==> src/rtl/core/ebalu_pkg.sv <==
// Shared types and constants for the 8-bit ALU with decimal mode.
// Used by every module in rtl/core; depends on nothing.
`timescale 1ns / 1ps
`default_nettype none

package ebalu_pkg;

  typedef enum logic [3:0] {
    OP_ADC = 4'd0,
    OP_SBC = 4'd1,
    OP_AND = 4'd2,
    OP_ORA = 4'd3,
    OP_EOR = 4'd4,
    OP_BIT = 4'd5,
    OP_CMP = 4'd6,
    OP_INC = 4'd7,
    OP_DEC = 4'd8,
    OP_ANC = 4'd9,
    OP_ARR = 4'd10,
    OP_AXS = 4'd11
  } op_t;

  // status bit positions
  localparam int unsigned FLAG_C = 0;
  localparam int unsigned FLAG_Z = 1;
  localparam int unsigned FLAG_D = 3;
  localparam int unsigned FLAG_V = 6;
  localparam int unsigned FLAG_N = 7;

  // decimal adjust constants (per digit)
  localparam logic [4:0] DIGIT_MAX = 5'd9;
  localparam logic [3:0] DIGIT_ADJ = 4'd6;
  localparam logic [4:0] ARR_LIMIT = 5'd5;

  typedef struct packed {
    logic [3:0] op;
    logic [7:0] a;
    logic [7:0] x;
    logic [7:0] r;
    logic [7:0] m;
    logic [7:0] p;
  } in_t;

  typedef struct packed {
    logic [3:0] op;
    logic [7:0] a;
    logic [7:0] x;
    logic [7:0] r;
    logic [7:0] m;
    logic [7:0] p;
    logic [8:0] bin_sum;
    logic [8:0] sub;
    logic [4:0] adc_lo;
    logic [4:0] adc_hi;
    logic [4:0] sbc_lo;
    logic [8:0] cmp;
    logic [7:0] inc;
    logic [7:0] dec;
    logic [8:0] axs;
    logic [7:0] and_am;
    logic [7:0] or_am;
    logic [7:0] eor_am;
  } s1_t;

  typedef struct packed {
    logic [3:0] op;
    logic [7:0] a;
    logic [7:0] x;
    logic [7:0] r;
    logic [7:0] m;
    logic [7:0] p;
    logic [8:0] bin_sum;
    logic [8:0] sub;
    logic [8:0] cmp;
    logic [7:0] inc;
    logic [7:0] dec;
    logic [8:0] axs;
    logic [7:0] and_am;
    logic [7:0] or_am;
    logic [7:0] eor_am;
    logic [7:0] adc_dec_res;
    logic       adc_dec_c;
    logic       adc_dec_n;
    logic       adc_dec_v;
    logic [7:0] sbc_dec_res;
    logic [7:0] arr_bin;
    logic [7:0] arr_dec_res;
    logic       arr_dec_c;
  } s2_t;

  typedef struct packed {
    logic [7:0] acc;
    logic [7:0] x;
    logic [7:0] r;
    logic [7:0] status;
  } out_t;

endpackage

`default_nettype wire

==> src/rtl/core/eight_bit_alu_with_bcd.sv <==
// An accepted item passes the sum, adjust and flags stage registers in turn to the output.
// Throughput: one item per cycle; each of the three register stages stalls
// only while the stage after it is full and not taken.
// Reset (rst, synchronous) clears the stage valid bits; data registers keep.
// Top level of the 8-bit ALU with decimal mode; depends on ebalu_pkg,
// ebalu_sum, ebalu_adjust and ebalu_flags.
`timescale 1ns / 1ps
`default_nettype none

module eight_bit_alu_with_bcd (
  input  wire logic        clk,
  input  wire logic        rst,
  input  wire logic        s_tvalid,
  output logic             s_tready,
  input  wire logic [39:0] s_tdata,  // acc_in, x_in, reg_in, data_in, status_in
  input  wire logic [3:0]  s_tuser,  // req_type
  output logic             m_tvalid,
  input  wire logic        m_tready,
  output logic [31:0]      m_tdata   // acc_out, x_out, reg_out, status_out
);

  ebalu_pkg::in_t  in_data;
  ebalu_pkg::s1_t  s1_data;
  ebalu_pkg::s2_t  s2_data;
  ebalu_pkg::out_t res;
  logic            s1_valid;
  logic            s1_ready;
  logic            s2_valid;
  logic            s2_ready;

  always_comb begin
    in_data.op = s_tuser;
    in_data.a  = s_tdata[7:0];
    in_data.x  = s_tdata[15:8];
    in_data.r  = s_tdata[23:16];
    in_data.m  = s_tdata[31:24];
    in_data.p  = s_tdata[39:32];
  end

  ebalu_sum u_sum (
    .clk       (clk),
    .rst       (rst),
    .in_valid  (s_tvalid),
    .in_ready  (s_tready),
    .in_data   (in_data),
    .out_valid (s1_valid),
    .out_ready (s1_ready),
    .out_data  (s1_data)
  );

  ebalu_adjust u_adjust (
    .clk       (clk),
    .rst       (rst),
    .in_valid  (s1_valid),
    .in_ready  (s1_ready),
    .in_data   (s1_data),
    .out_valid (s2_valid),
    .out_ready (s2_ready),
    .out_data  (s2_data)
  );

  ebalu_flags u_flags (
    .clk       (clk),
    .rst       (rst),
    .in_valid  (s2_valid),
    .in_ready  (s2_ready),
    .in_data   (s2_data),
    .out_valid (m_tvalid),
    .out_ready (m_tready),
    .out_data  (res)
  );

  assign m_tdata = {res.status, res.r, res.x, res.acc};

  a_empty_accepts: assert property (@(posedge clk) disable iff (rst)
    !m_tvalid |-> s_tready)
    else $error("pipeline refused an item with the output empty");

  a_reset_empty: assert property (@(posedge clk)
    rst |=> !m_tvalid)
    else $error("output valid right after reset");

  a_fill_latency: assert property (@(posedge clk) disable iff (rst)
    (s_tvalid && s_tready && !s1_valid && !s2_valid && !m_tvalid) |=> ##1 s2_valid)
    else $error("item lost between first and second stage");

endmodule

`default_nettype wire

==> src/rtl/core/ebalu_sum.sv <==
// Stage 1: binary adds, subtracts and logic ops on the incoming item.
// Depends on ebalu_pkg.
`timescale 1ns / 1ps
`default_nettype none

module ebalu_sum (
  input  wire logic          clk,
  input  wire logic          rst,
  input  wire logic          in_valid,
  output logic               in_ready,
  input  wire ebalu_pkg::in_t in_data,
  output logic               out_valid,
  input  wire logic          out_ready,
  output ebalu_pkg::s1_t     out_data
);

  ebalu_pkg::s1_t d;
  logic           cin;
  logic           borrow;

  assign in_ready = !out_valid || out_ready;

  always_comb begin
    cin      = in_data.p[ebalu_pkg::FLAG_C];
    borrow   = ~cin;
    d.op     = in_data.op;
    d.a      = in_data.a;
    d.x      = in_data.x;
    d.r      = in_data.r;
    d.m      = in_data.m;
    d.p      = in_data.p;
    d.bin_sum = {1'b0, in_data.a} + {1'b0, in_data.m} + {8'd0, cin};
    d.sub    = {1'b0, in_data.a} - {1'b0, in_data.m} - {8'd0, borrow};
    d.adc_lo = {1'b0, in_data.a[3:0]} + {1'b0, in_data.m[3:0]} + {4'd0, cin};
    d.adc_hi = {1'b0, in_data.a[7:4]} + {1'b0, in_data.m[7:4]};
    d.sbc_lo = {1'b0, in_data.a[3:0]} - {1'b0, in_data.m[3:0]} - {4'd0, borrow};
    d.cmp    = {1'b0, in_data.r} - {1'b0, in_data.m};
    d.inc    = in_data.r + 8'd1;
    d.dec    = in_data.r - 8'd1;
    d.axs    = {1'b0, in_data.a & in_data.x} - {1'b0, in_data.m};
    d.and_am = in_data.a & in_data.m;
    d.or_am  = in_data.a | in_data.m;
    d.eor_am = in_data.a ^ in_data.m;
  end

  always_ff @(posedge clk) begin
    if (rst) begin
      out_valid <= 1'b0;
    end else if (in_ready) begin
      out_valid <= in_valid;
    end
  end

  always_ff @(posedge clk) begin
    if (in_valid && in_ready) begin
      out_data <= d;
    end
  end

endmodule

`default_nettype wire

==> src/rtl/core/ebalu_adjust.sv <==
// Stage 2: decimal digit adjust for adc, sbc and arr.
// Depends on ebalu_pkg.
`timescale 1ns / 1ps
`default_nettype none

module ebalu_adjust (
  input  wire logic          clk,
  input  wire logic          rst,
  input  wire logic          in_valid,
  output logic               in_ready,
  input  wire ebalu_pkg::s1_t in_data,
  output logic               out_valid,
  input  wire logic          out_ready,
  output ebalu_pkg::s2_t     out_data
);

  ebalu_pkg::s2_t d;
  logic           lo_gt9;
  logic [3:0]     lo_adj;
  logic [4:0]     hi1;
  logic [5:0]     hi2;
  logic           lneg;
  logic [3:0]     sbc_lo_f;
  logic [4:0]     sbc_hi;
  logic [3:0]     sbc_hi_f;
  logic [7:0]     t;
  logic           arr_lo_fix;
  logic           arr_c;

  assign in_ready = !out_valid || out_ready;

  always_comb begin
    // adc decimal
    lo_gt9 = in_data.adc_lo > ebalu_pkg::DIGIT_MAX;
    lo_adj = in_data.adc_lo[3:0] + (lo_gt9 ? ebalu_pkg::DIGIT_ADJ : 4'd0);
    hi1    = in_data.adc_hi + {4'd0, lo_gt9};
    hi2    = {1'b0, hi1} + ((hi1 > ebalu_pkg::DIGIT_MAX) ? {2'd0, ebalu_pkg::DIGIT_ADJ} : 6'd0);
    // sbc decimal
    lneg     = in_data.sbc_lo[4];
    sbc_lo_f = in_data.sbc_lo[3:0] - (lneg ? ebalu_pkg::DIGIT_ADJ : 4'd0);
    sbc_hi   = {1'b0, in_data.a[7:4]} - {1'b0, in_data.m[7:4]} - {4'd0, lneg};
    sbc_hi_f = sbc_hi[3:0] - (sbc_hi[4] ? ebalu_pkg::DIGIT_ADJ : 4'd0);
    // arr
    t          = in_data.and_am;
    arr_lo_fix = ({1'b0, t[3:0]} + {4'd0, t[0]}) > ebalu_pkg::ARR_LIMIT;
    arr_c      = ({1'b0, t[7:4]} + {4'd0, t[4]}) > ebalu_pkg::ARR_LIMIT;

    d.op      = in_data.op;
    d.a       = in_data.a;
    d.x       = in_data.x;
    d.r       = in_data.r;
    d.m       = in_data.m;
    d.p       = in_data.p;
    d.bin_sum = in_data.bin_sum;
    d.sub     = in_data.sub;
    d.cmp     = in_data.cmp;
    d.inc     = in_data.inc;
    d.dec     = in_data.dec;
    d.axs     = in_data.axs;
    d.and_am  = in_data.and_am;
    d.or_am   = in_data.or_am;
    d.eor_am  = in_data.eor_am;
    d.adc_dec_res = {hi2[3:0], lo_adj};
    d.adc_dec_c   = hi2[5:4] != 2'd0;
    d.adc_dec_n   = hi1[3];
    d.adc_dec_v   = ~(in_data.a[7] ^ in_data.m[7]) & (in_data.a[7] ^ hi1[3]);
    d.sbc_dec_res = {sbc_hi_f, sbc_lo_f};
    d.arr_bin     = {in_data.p[ebalu_pkg::FLAG_C], t[7:1]};
    d.arr_dec_res[3:0] = t[4:1] + (arr_lo_fix ? ebalu_pkg::DIGIT_ADJ : 4'd0);
    d.arr_dec_res[7:4] = {in_data.p[ebalu_pkg::FLAG_C], t[7:5]}
                         + (arr_c ? ebalu_pkg::DIGIT_ADJ : 4'd0);
    d.arr_dec_c   = arr_c;
  end

  always_ff @(posedge clk) begin
    if (rst) begin
      out_valid <= 1'b0;
    end else if (in_ready) begin
      out_valid <= in_valid;
    end
  end

  always_ff @(posedge clk) begin
    if (in_valid && in_ready) begin
      out_data <= d;
    end
  end

endmodule

`default_nettype wire

==> src/rtl/core/ebalu_flags.sv <==
// Stage 3: result select per operation and status byte update.
// Holds the output register. Depends on ebalu_pkg.
`timescale 1ns / 1ps
`default_nettype none

module ebalu_flags (
  input  wire logic          clk,
  input  wire logic          rst,
  input  wire logic          in_valid,
  output logic               in_ready,
  input  wire ebalu_pkg::s2_t in_data,
  output logic               out_valid,
  input  wire logic          out_ready,
  output ebalu_pkg::out_t    out_data
);

  ebalu_pkg::out_t d;
  logic [7:0]      st;
  logic [7:0]      nz_val;
  logic            nz_en;
  logic            dmode;

  assign in_ready = !out_valid || out_ready;

  always_comb begin
    dmode  = in_data.p[ebalu_pkg::FLAG_D];
    st     = in_data.p;
    d.acc  = in_data.a;
    d.x    = in_data.x;
    d.r    = in_data.r;
    nz_val = 8'd0;
    nz_en  = 1'b0;
    unique case (ebalu_pkg::op_t'(in_data.op))
      ebalu_pkg::OP_ADC: begin
        if (!dmode) begin
          d.acc = in_data.bin_sum[7:0];
          st[ebalu_pkg::FLAG_V] = ~(in_data.a[7] ^ in_data.m[7])
                                  & (in_data.a[7] ^ in_data.bin_sum[7]);
          st[ebalu_pkg::FLAG_C] = in_data.bin_sum[8];
          nz_val = in_data.bin_sum[7:0];
          nz_en  = 1'b1;
        end else begin
          d.acc = in_data.adc_dec_res;
          st[ebalu_pkg::FLAG_Z] = in_data.bin_sum[7:0] == 8'd0;
          st[ebalu_pkg::FLAG_N] = in_data.adc_dec_n;
          st[ebalu_pkg::FLAG_V] = in_data.adc_dec_v;
          st[ebalu_pkg::FLAG_C] = in_data.adc_dec_c;
        end
      end
      ebalu_pkg::OP_SBC: begin
        d.acc = dmode ? in_data.sbc_dec_res : in_data.sub[7:0];
        st[ebalu_pkg::FLAG_V] = (in_data.a[7] ^ in_data.m[7])
                                & (in_data.a[7] ^ in_data.sub[7]);
        st[ebalu_pkg::FLAG_C] = ~in_data.sub[8];
        nz_val = in_data.sub[7:0];
        nz_en  = 1'b1;
      end
      ebalu_pkg::OP_AND: begin
        d.acc  = in_data.and_am;
        nz_val = in_data.and_am;
        nz_en  = 1'b1;
      end
      ebalu_pkg::OP_ORA: begin
        d.acc  = in_data.or_am;
        nz_val = in_data.or_am;
        nz_en  = 1'b1;
      end
      ebalu_pkg::OP_EOR: begin
        d.acc  = in_data.eor_am;
        nz_val = in_data.eor_am;
        nz_en  = 1'b1;
      end
      ebalu_pkg::OP_BIT: begin
        st[ebalu_pkg::FLAG_V] = in_data.m[6];
        st[ebalu_pkg::FLAG_N] = in_data.m[7];
        st[ebalu_pkg::FLAG_Z] = in_data.and_am == 8'd0;
      end
      ebalu_pkg::OP_CMP: begin
        st[ebalu_pkg::FLAG_C] = ~in_data.cmp[8];
        nz_val = in_data.cmp[7:0];
        nz_en  = 1'b1;
      end
      ebalu_pkg::OP_INC: begin
        d.r    = in_data.inc;
        nz_val = in_data.inc;
        nz_en  = 1'b1;
      end
      ebalu_pkg::OP_DEC: begin
        d.r    = in_data.dec;
        nz_val = in_data.dec;
        nz_en  = 1'b1;
      end
      ebalu_pkg::OP_ANC: begin
        d.acc  = in_data.and_am;
        st[ebalu_pkg::FLAG_C] = in_data.and_am[7];
        nz_val = in_data.and_am;
        nz_en  = 1'b1;
      end
      ebalu_pkg::OP_ARR: begin
        // N and Z come from the shifted value, before any decimal fix
        st[ebalu_pkg::FLAG_V] = in_data.arr_bin[6] ^ in_data.arr_bin[5];
        nz_val = in_data.arr_bin;
        nz_en  = 1'b1;
        if (!dmode) begin
          d.acc = in_data.arr_bin;
          st[ebalu_pkg::FLAG_C] = in_data.arr_bin[6];
        end else begin
          d.acc = in_data.arr_dec_res;
          st[ebalu_pkg::FLAG_C] = in_data.arr_dec_c;
        end
      end
      ebalu_pkg::OP_AXS: begin
        d.x    = in_data.axs[7:0];
        st[ebalu_pkg::FLAG_C] = ~in_data.axs[8];
        nz_val = in_data.axs[7:0];
        nz_en  = 1'b1;
      end
      default: begin
      end
    endcase
    if (nz_en) begin
      st[ebalu_pkg::FLAG_Z] = nz_val == 8'd0;
      st[ebalu_pkg::FLAG_N] = nz_val[7];
    end
    d.status = st;
  end

  always_ff @(posedge clk) begin
    if (rst) begin
      out_valid <= 1'b0;
    end else if (in_ready) begin
      out_valid <= in_valid;
    end
  end

  always_ff @(posedge clk) begin
    if (in_valid && in_ready) begin
      out_data <= d;
    end
  end

  a_x_kept: assert property (@(posedge clk) disable iff (rst)
    (in_valid && in_ready && in_data.op != ebalu_pkg::OP_AXS)
    |=> (out_data.x == $past(in_data.x)))
    else $error("x changed by an op other than axs");

  a_status_pass: assert property (@(posedge clk) disable iff (rst)
    (in_valid && in_ready) |=> (out_data.status[5:2] == $past(in_data.p[5:2])))
    else $error("status bits I, D, B or R changed");

  a_reg_kept: assert property (@(posedge clk) disable iff (rst)
    (in_valid && in_ready && in_data.op != ebalu_pkg::OP_INC
     && in_data.op != ebalu_pkg::OP_DEC)
    |=> (out_data.r == $past(in_data.r)))
    else $error("reg changed by an op other than inc or dec");

endmodule

`default_nettype wire

==> config.mk <==
export PLATFORM = sky130hd
export DESIGN_NAME = eight_bit_alu_with_bcd
export DESIGN_NICKNAME = d
export VERILOG_FILES = /design/src/rtl/core/ebalu_pkg.sv /design/src/rtl/core/eight_bit_alu_with_bcd.sv /design/src/rtl/core/ebalu_sum.sv /design/src/rtl/core/ebalu_adjust.sv /design/src/rtl/core/ebalu_flags.sv
export SDC_FILE = /design/constraint.sdc
export NUM_CORES = 1
export LEC_CHECK = 0
export BUFFER_PORTS_ARGS = -buffer_cell sky130_fd_sc_hd__buf_2
export CORE_ASPECT_RATIO = 1.75
export CORE_MARGIN = 2
export CORE_UTILIZATION = 45
export CTS_BUF_LIST = sky130_fd_sc_hd__clkbuf_8
export DETAILED_ROUTE_END_ITERATION = 8
export HOLD_SLACK_MARGIN = 0.08
export PLACE_DENSITY_LB_ADDON = 0.15
export SETUP_SLACK_MARGIN = 0.4
export SYNTH_ARGS = -nofsm -noshare
export SYNTH_HDL_FRONTEND = slang
export SYNTH_SLANG_ARGS = --single-unit
==> constraint.sdc <==
create_clock -name clk -period 14.7 [get_ports clk]
set_clock_uncertainty 0.2 [all_clocks]
set_input_delay 2.94 -clock clk [delete_from_list [all_inputs] [get_ports clk]]
set_output_delay 2.94 -clock clk [all_outputs]
set_load 0.01 [all_outputs]
# Yosys cells after proc, flatten, opt, wreduce, memory -nomap -nowiden
# Cells that the tools add are included.
# totals
regBits,326
inputBits,48
wordCells,149
# classes
n_addsub,24
order_cmp,4
n_eq_ne,11
mux,27
bitwise,19
reduce_logical,16
# op_table
op,n
$pmux W8 S10,1
$pmux W8 S6,1
$mux W8,5
$sub A8 B8 Y9,3
$logic_not A8 Y1,3
$mux W3,6
$and A8 B8 Y8,2
$eq A4 B3 Y1 const B,4
$eq A4 B4 Y1 const B,4
$pmux W8 S2,1
$add A4 B4 Y4,3
$add A4 B1 Y5,2
$add A4 B4 Y5,2
$add A5 B1 Y5,2
$gt A5 B3 Y1 const B,2
$gt A5 B4 Y1 const B,2
$reduce_or A10 Y1,1
$sub A4 B4 Y5,2
$sub A5 B1 Y5,2
$add A8 B8 Y9,1
$add A9 B1 Y9,1
$sub A9 B1 Y9,1
$add A8 B1 Y8 const B,1
$eq A4 B2 Y1 const B,2
other kinds (19),47

# Depth between registers and ports, before layout
# depth
ltp_word,6
mapped_depth,13
mapped_depth_nobuf,13

# Modules after synthesis
# From an unflattened synthesis, not the netlist that was laid out.
# hier_totals
hier_cells,914
hier_area_um2,13603.0
# by_module_without_submodules
module,instances,cells_each,area_each_um2,seq_area_each_um2
ebalu_sum,1,395,5813.1,3773.6
ebalu_adjust,1,263,5322.6,4404.2
ebalu_flags,1,256,2467.4,980.9

# Worst setup path after synthesis
# No wires, ideal clock.
# synth_timing
path_kind,input to register
startpoint,input m_tready
endpoint,"register u_adjust.out_data[0] (netlist name), enable pin"
setup_ns,0.843
t_arrival_ns,12.926
t_required_ns,13.657
path_slack_ns,0.731
path_stages,2
path_buffers,0
path_cell_list,nor2b_1 a21boi_0
# synth_between
elab_chain_len,3
# synth_rtl
element,line_no,rtl
"start, declared",eight_bit_alu_with_bcd.sv:18,"input wire logic m_tready,"
$logic_or A1 B1 Y1,ebalu_flags.sv:23,assign in_ready = !out_valid || out_ready;
$logic_or A1 B1 Y1,ebalu_adjust.sv:30,assign in_ready = !out_valid || out_ready;
$logic_and A1 B1 Y1,ebalu_adjust.sv:84,if (in_valid && in_ready) begin
"end signal, assigned",ebalu_adjust.sv:85,out_data <= d;
"end, declared",ebalu_adjust.sv:14,output ebalu_pkg::s2_t out_data
# No other way between the ends.
# A chain may end at the register's enable or synchronous reset.

# Worst setup path in the final report
# layout_timing
startpoint,input m_tready
endpoint,output s_tready
# layout_between
elab_chain_len,3
# layout_rtl
element,line_no,rtl
$logic_or A1 B1 Y1,ebalu_flags.sv:23,
$logic_or A1 B1 Y1,ebalu_adjust.sv:30,
$logic_or A1 B1 Y1,ebalu_sum.sv:21,assign in_ready = !out_valid || out_ready;
"end, declared",eight_bit_alu_with_bcd.sv:14,"output logic s_tready,"
# No other way between the ends.

==> metrics.yaml <==
cts_tree: "built"
run_status: "completed"
root_buffer: "clkbuf_8"
cts.sinks: 293
core_area_sq_um: 28500
hold_violations: 0
setup_slack_ns: 7.61
finalNetCount: 1152
clk_pin_slew_ns: 0.06
drt-pass1-iter-count: 5
synth_area_sq_um: 13000
dp_hpwl_um: 21100
critPathCaptureType: "primary output"
crit_family: "simple AND/OR/NAND/NOR gates"
rows: 82
syn_avg_cell_area_sq_um: 14.3
first_iter_violations: 431
path_common_cell: "buf_2"
worstSkewPairLatency_ns: 0.57
grt_max_degree: 71
antenna_found_initial: 1
cts_resized: 0
grt_overflow: 0
worstPathBufferInverterCount: 2
async_flop_share_pct: 0
portBuffers: 81
fin_area_sq_um: 14700
worstPathMaxFanout: 6
final_cell_count_no_fill: 1436
ant_nets: 0
syn2layout_area_growth_pct: 13.6
avgRoutedWirePerCell_um: 20.3
cts_made_buffers: 44
period_needed_ns: 7.09
die_area_sq_um: 30200
die_x_um: 132
fin_crit_sh_pct: 48.2
maxCapViolCount: 0
synth_cells: 905
tightest_slew_ns: 1.02
grt_pass1_vias: 7645
holdBufCountCts: 0
power_mw: 1.90
setup_viol: 0
fillCellCount: 2579
drive_above_1_share_pct: 16.1
synth-edff-count: 290
relSlewSlack_pct: 31.6
start_util_pct: 45.4
grtUsageTotal_pct: 19.7
arrival_ns: 3.95
synth-seq-cells: 293
yosys.cell_types.count: 64
grt_first_pass_wirelength_um: 44500
worstHoldPathType: "flop to flop"
cp_slowest_cell: "nor2b_1"
die_y_um: 229
htreeDepth: 2
final.setup.tns_ns: 0
fmax_mhz: 141
dp_cells: 1355
clockBufferDepth: 3
cts.repair_timing.setup_buffer_count: 0
routed-via-count: 7451
required_ns: 11.56
rsz0062_at_grt: "false"
final_cell_mix: "edfxtp_1, inv_1, buf_2"
power_density_nw_per_um2: 129
synth_ff_type: "edfxtp_1"
cellLeakagePower_nw: 5.69
viasPerCell: 5.19
synthesis.nets: 1034
maxSlewViolCount: 0
crit_chain: "buf_2 -> nor2b_1 -> nand3_1 -> buf_2"
finalWeightedCongestion: 0.890
place_area_sq_um: 13900
io_pins: 82
path_class: "input pin to primary output"
synth_warnings: 0
wl_um: 29200
post-place-ws_ns: 7.59
drc: 0
crit_path_max_incr_delay_ns: 0.56
startpoint_type: "input pin"
ys_seq_area_share_pct: 67.7
peakVddDrop_v: 0.0000593
layout_commonest_cell: "edfxtp_1"
==> sequential cells by signal (all words and copies together) (netlist names) <==
| register | flops |
|---|---|
| u_adjust.out_data | 137 |
| u_adjust.out_valid | 1 |
| u_flags.out_data | 32 |
| u_flags.out_valid | 1 |
| u_sum.out_data | 121 |
| u_sum.out_valid | 1 |
==> cells by family after synthesis <==
group,count (synthesis),synth area share [%]
muxes,10,0.840
xor gates and xnor gates,51,3.45
and+or+nand+nor,202,7.99
adders and majority gates,81,8.69
DFF,293,67.7
AOI/OAI and AO/OA,157,7.97
buffers and inverters,111,3.40
==> path summary, 6_finish.rpt <==
path,start,end,slack [ns],cells after the start
worst max-delay path,m_tready,s_tready,7.61,4
worst min-delay path,u_sum.out_data[89],u_adjust.out_data[110],0.22,0
worst max register to register,u_sum.out_data[62],u_adjust.out_data[24],11.21,12
worst min register to register,u_sum.out_data[89],u_adjust.out_data[110],0.22,0
==> power breakdown <==
part	internal [mW]	switching, mW	total (mW)
logic	0.0854	0.129	0.214
registers	1.02	0.0307	1.05
clock network	0.336	0.307	0.643
==> final cells by class <==
type	count	area, sq um	area share, %
sequential	293	8770	59.5
multi-input combinational	501	3800	25.8
clock buffer	48	661	4.49
timing repair buffer	94	503	3.42
tap	378	473	3.21
inverter	89	334	2.27
clock inverter	32	188	1.27
antenna	1	2.50	0.0170
==> per-layer routing <==
| metal | global-route usage [%] | wire, um |
|---|---|---|
| met1 | 21.1 | 10500 |
| met2 | 37.8 | 16300 |
| met3 | 3.02 | 1130 |
| met4 | 8.80 | 1160 |
| met5 | 0 | 0 |
==> synthesized netlist by cell type (4+ instances only) <==
master	number	area, sq um
inv_1	89	334
nor2b_1	11	68.8
o21ai_1	4	20.0
o21ai_0	29	145
mux2_2	7	78.8
and3_1	6	37.5
o21a_1	6	45.0
buf_2	7	35.0
or4_1	5	37.5
xnor2_1	28	245
nor4_1	7	43.8
ha_1	66	826
edfxtp_1	290	8710
nor2_1	46	173
a22o_1	4	35.0
nand3_1	16	80.1
and2_1	7	43.8
nand2b_1	7	43.8
clkbuf_1	12	45.0
a22oi_1	29	218
nand2_1	55	206
fa_1	15	300
a31oi_1	6	37.5
nor3_1	14	70.1
xor2_1	23	201
nor3b_1	5	37.5
a21o_1	10	75.1
nand3b_1	4	30.0
a21oi_1	38	190
==> stage by stage <==
stage	hold slack [ns]	util, %
3_3_place_gp	0.200	48.6
5_1_grt	0.217	51.6
3_5_place_dp	0.205	48.6
4_1_cts	0.218	51.6
2_1_floorplan	0.200	-
6_report	0.216	51.6
(Power assumes the default switching activity.)
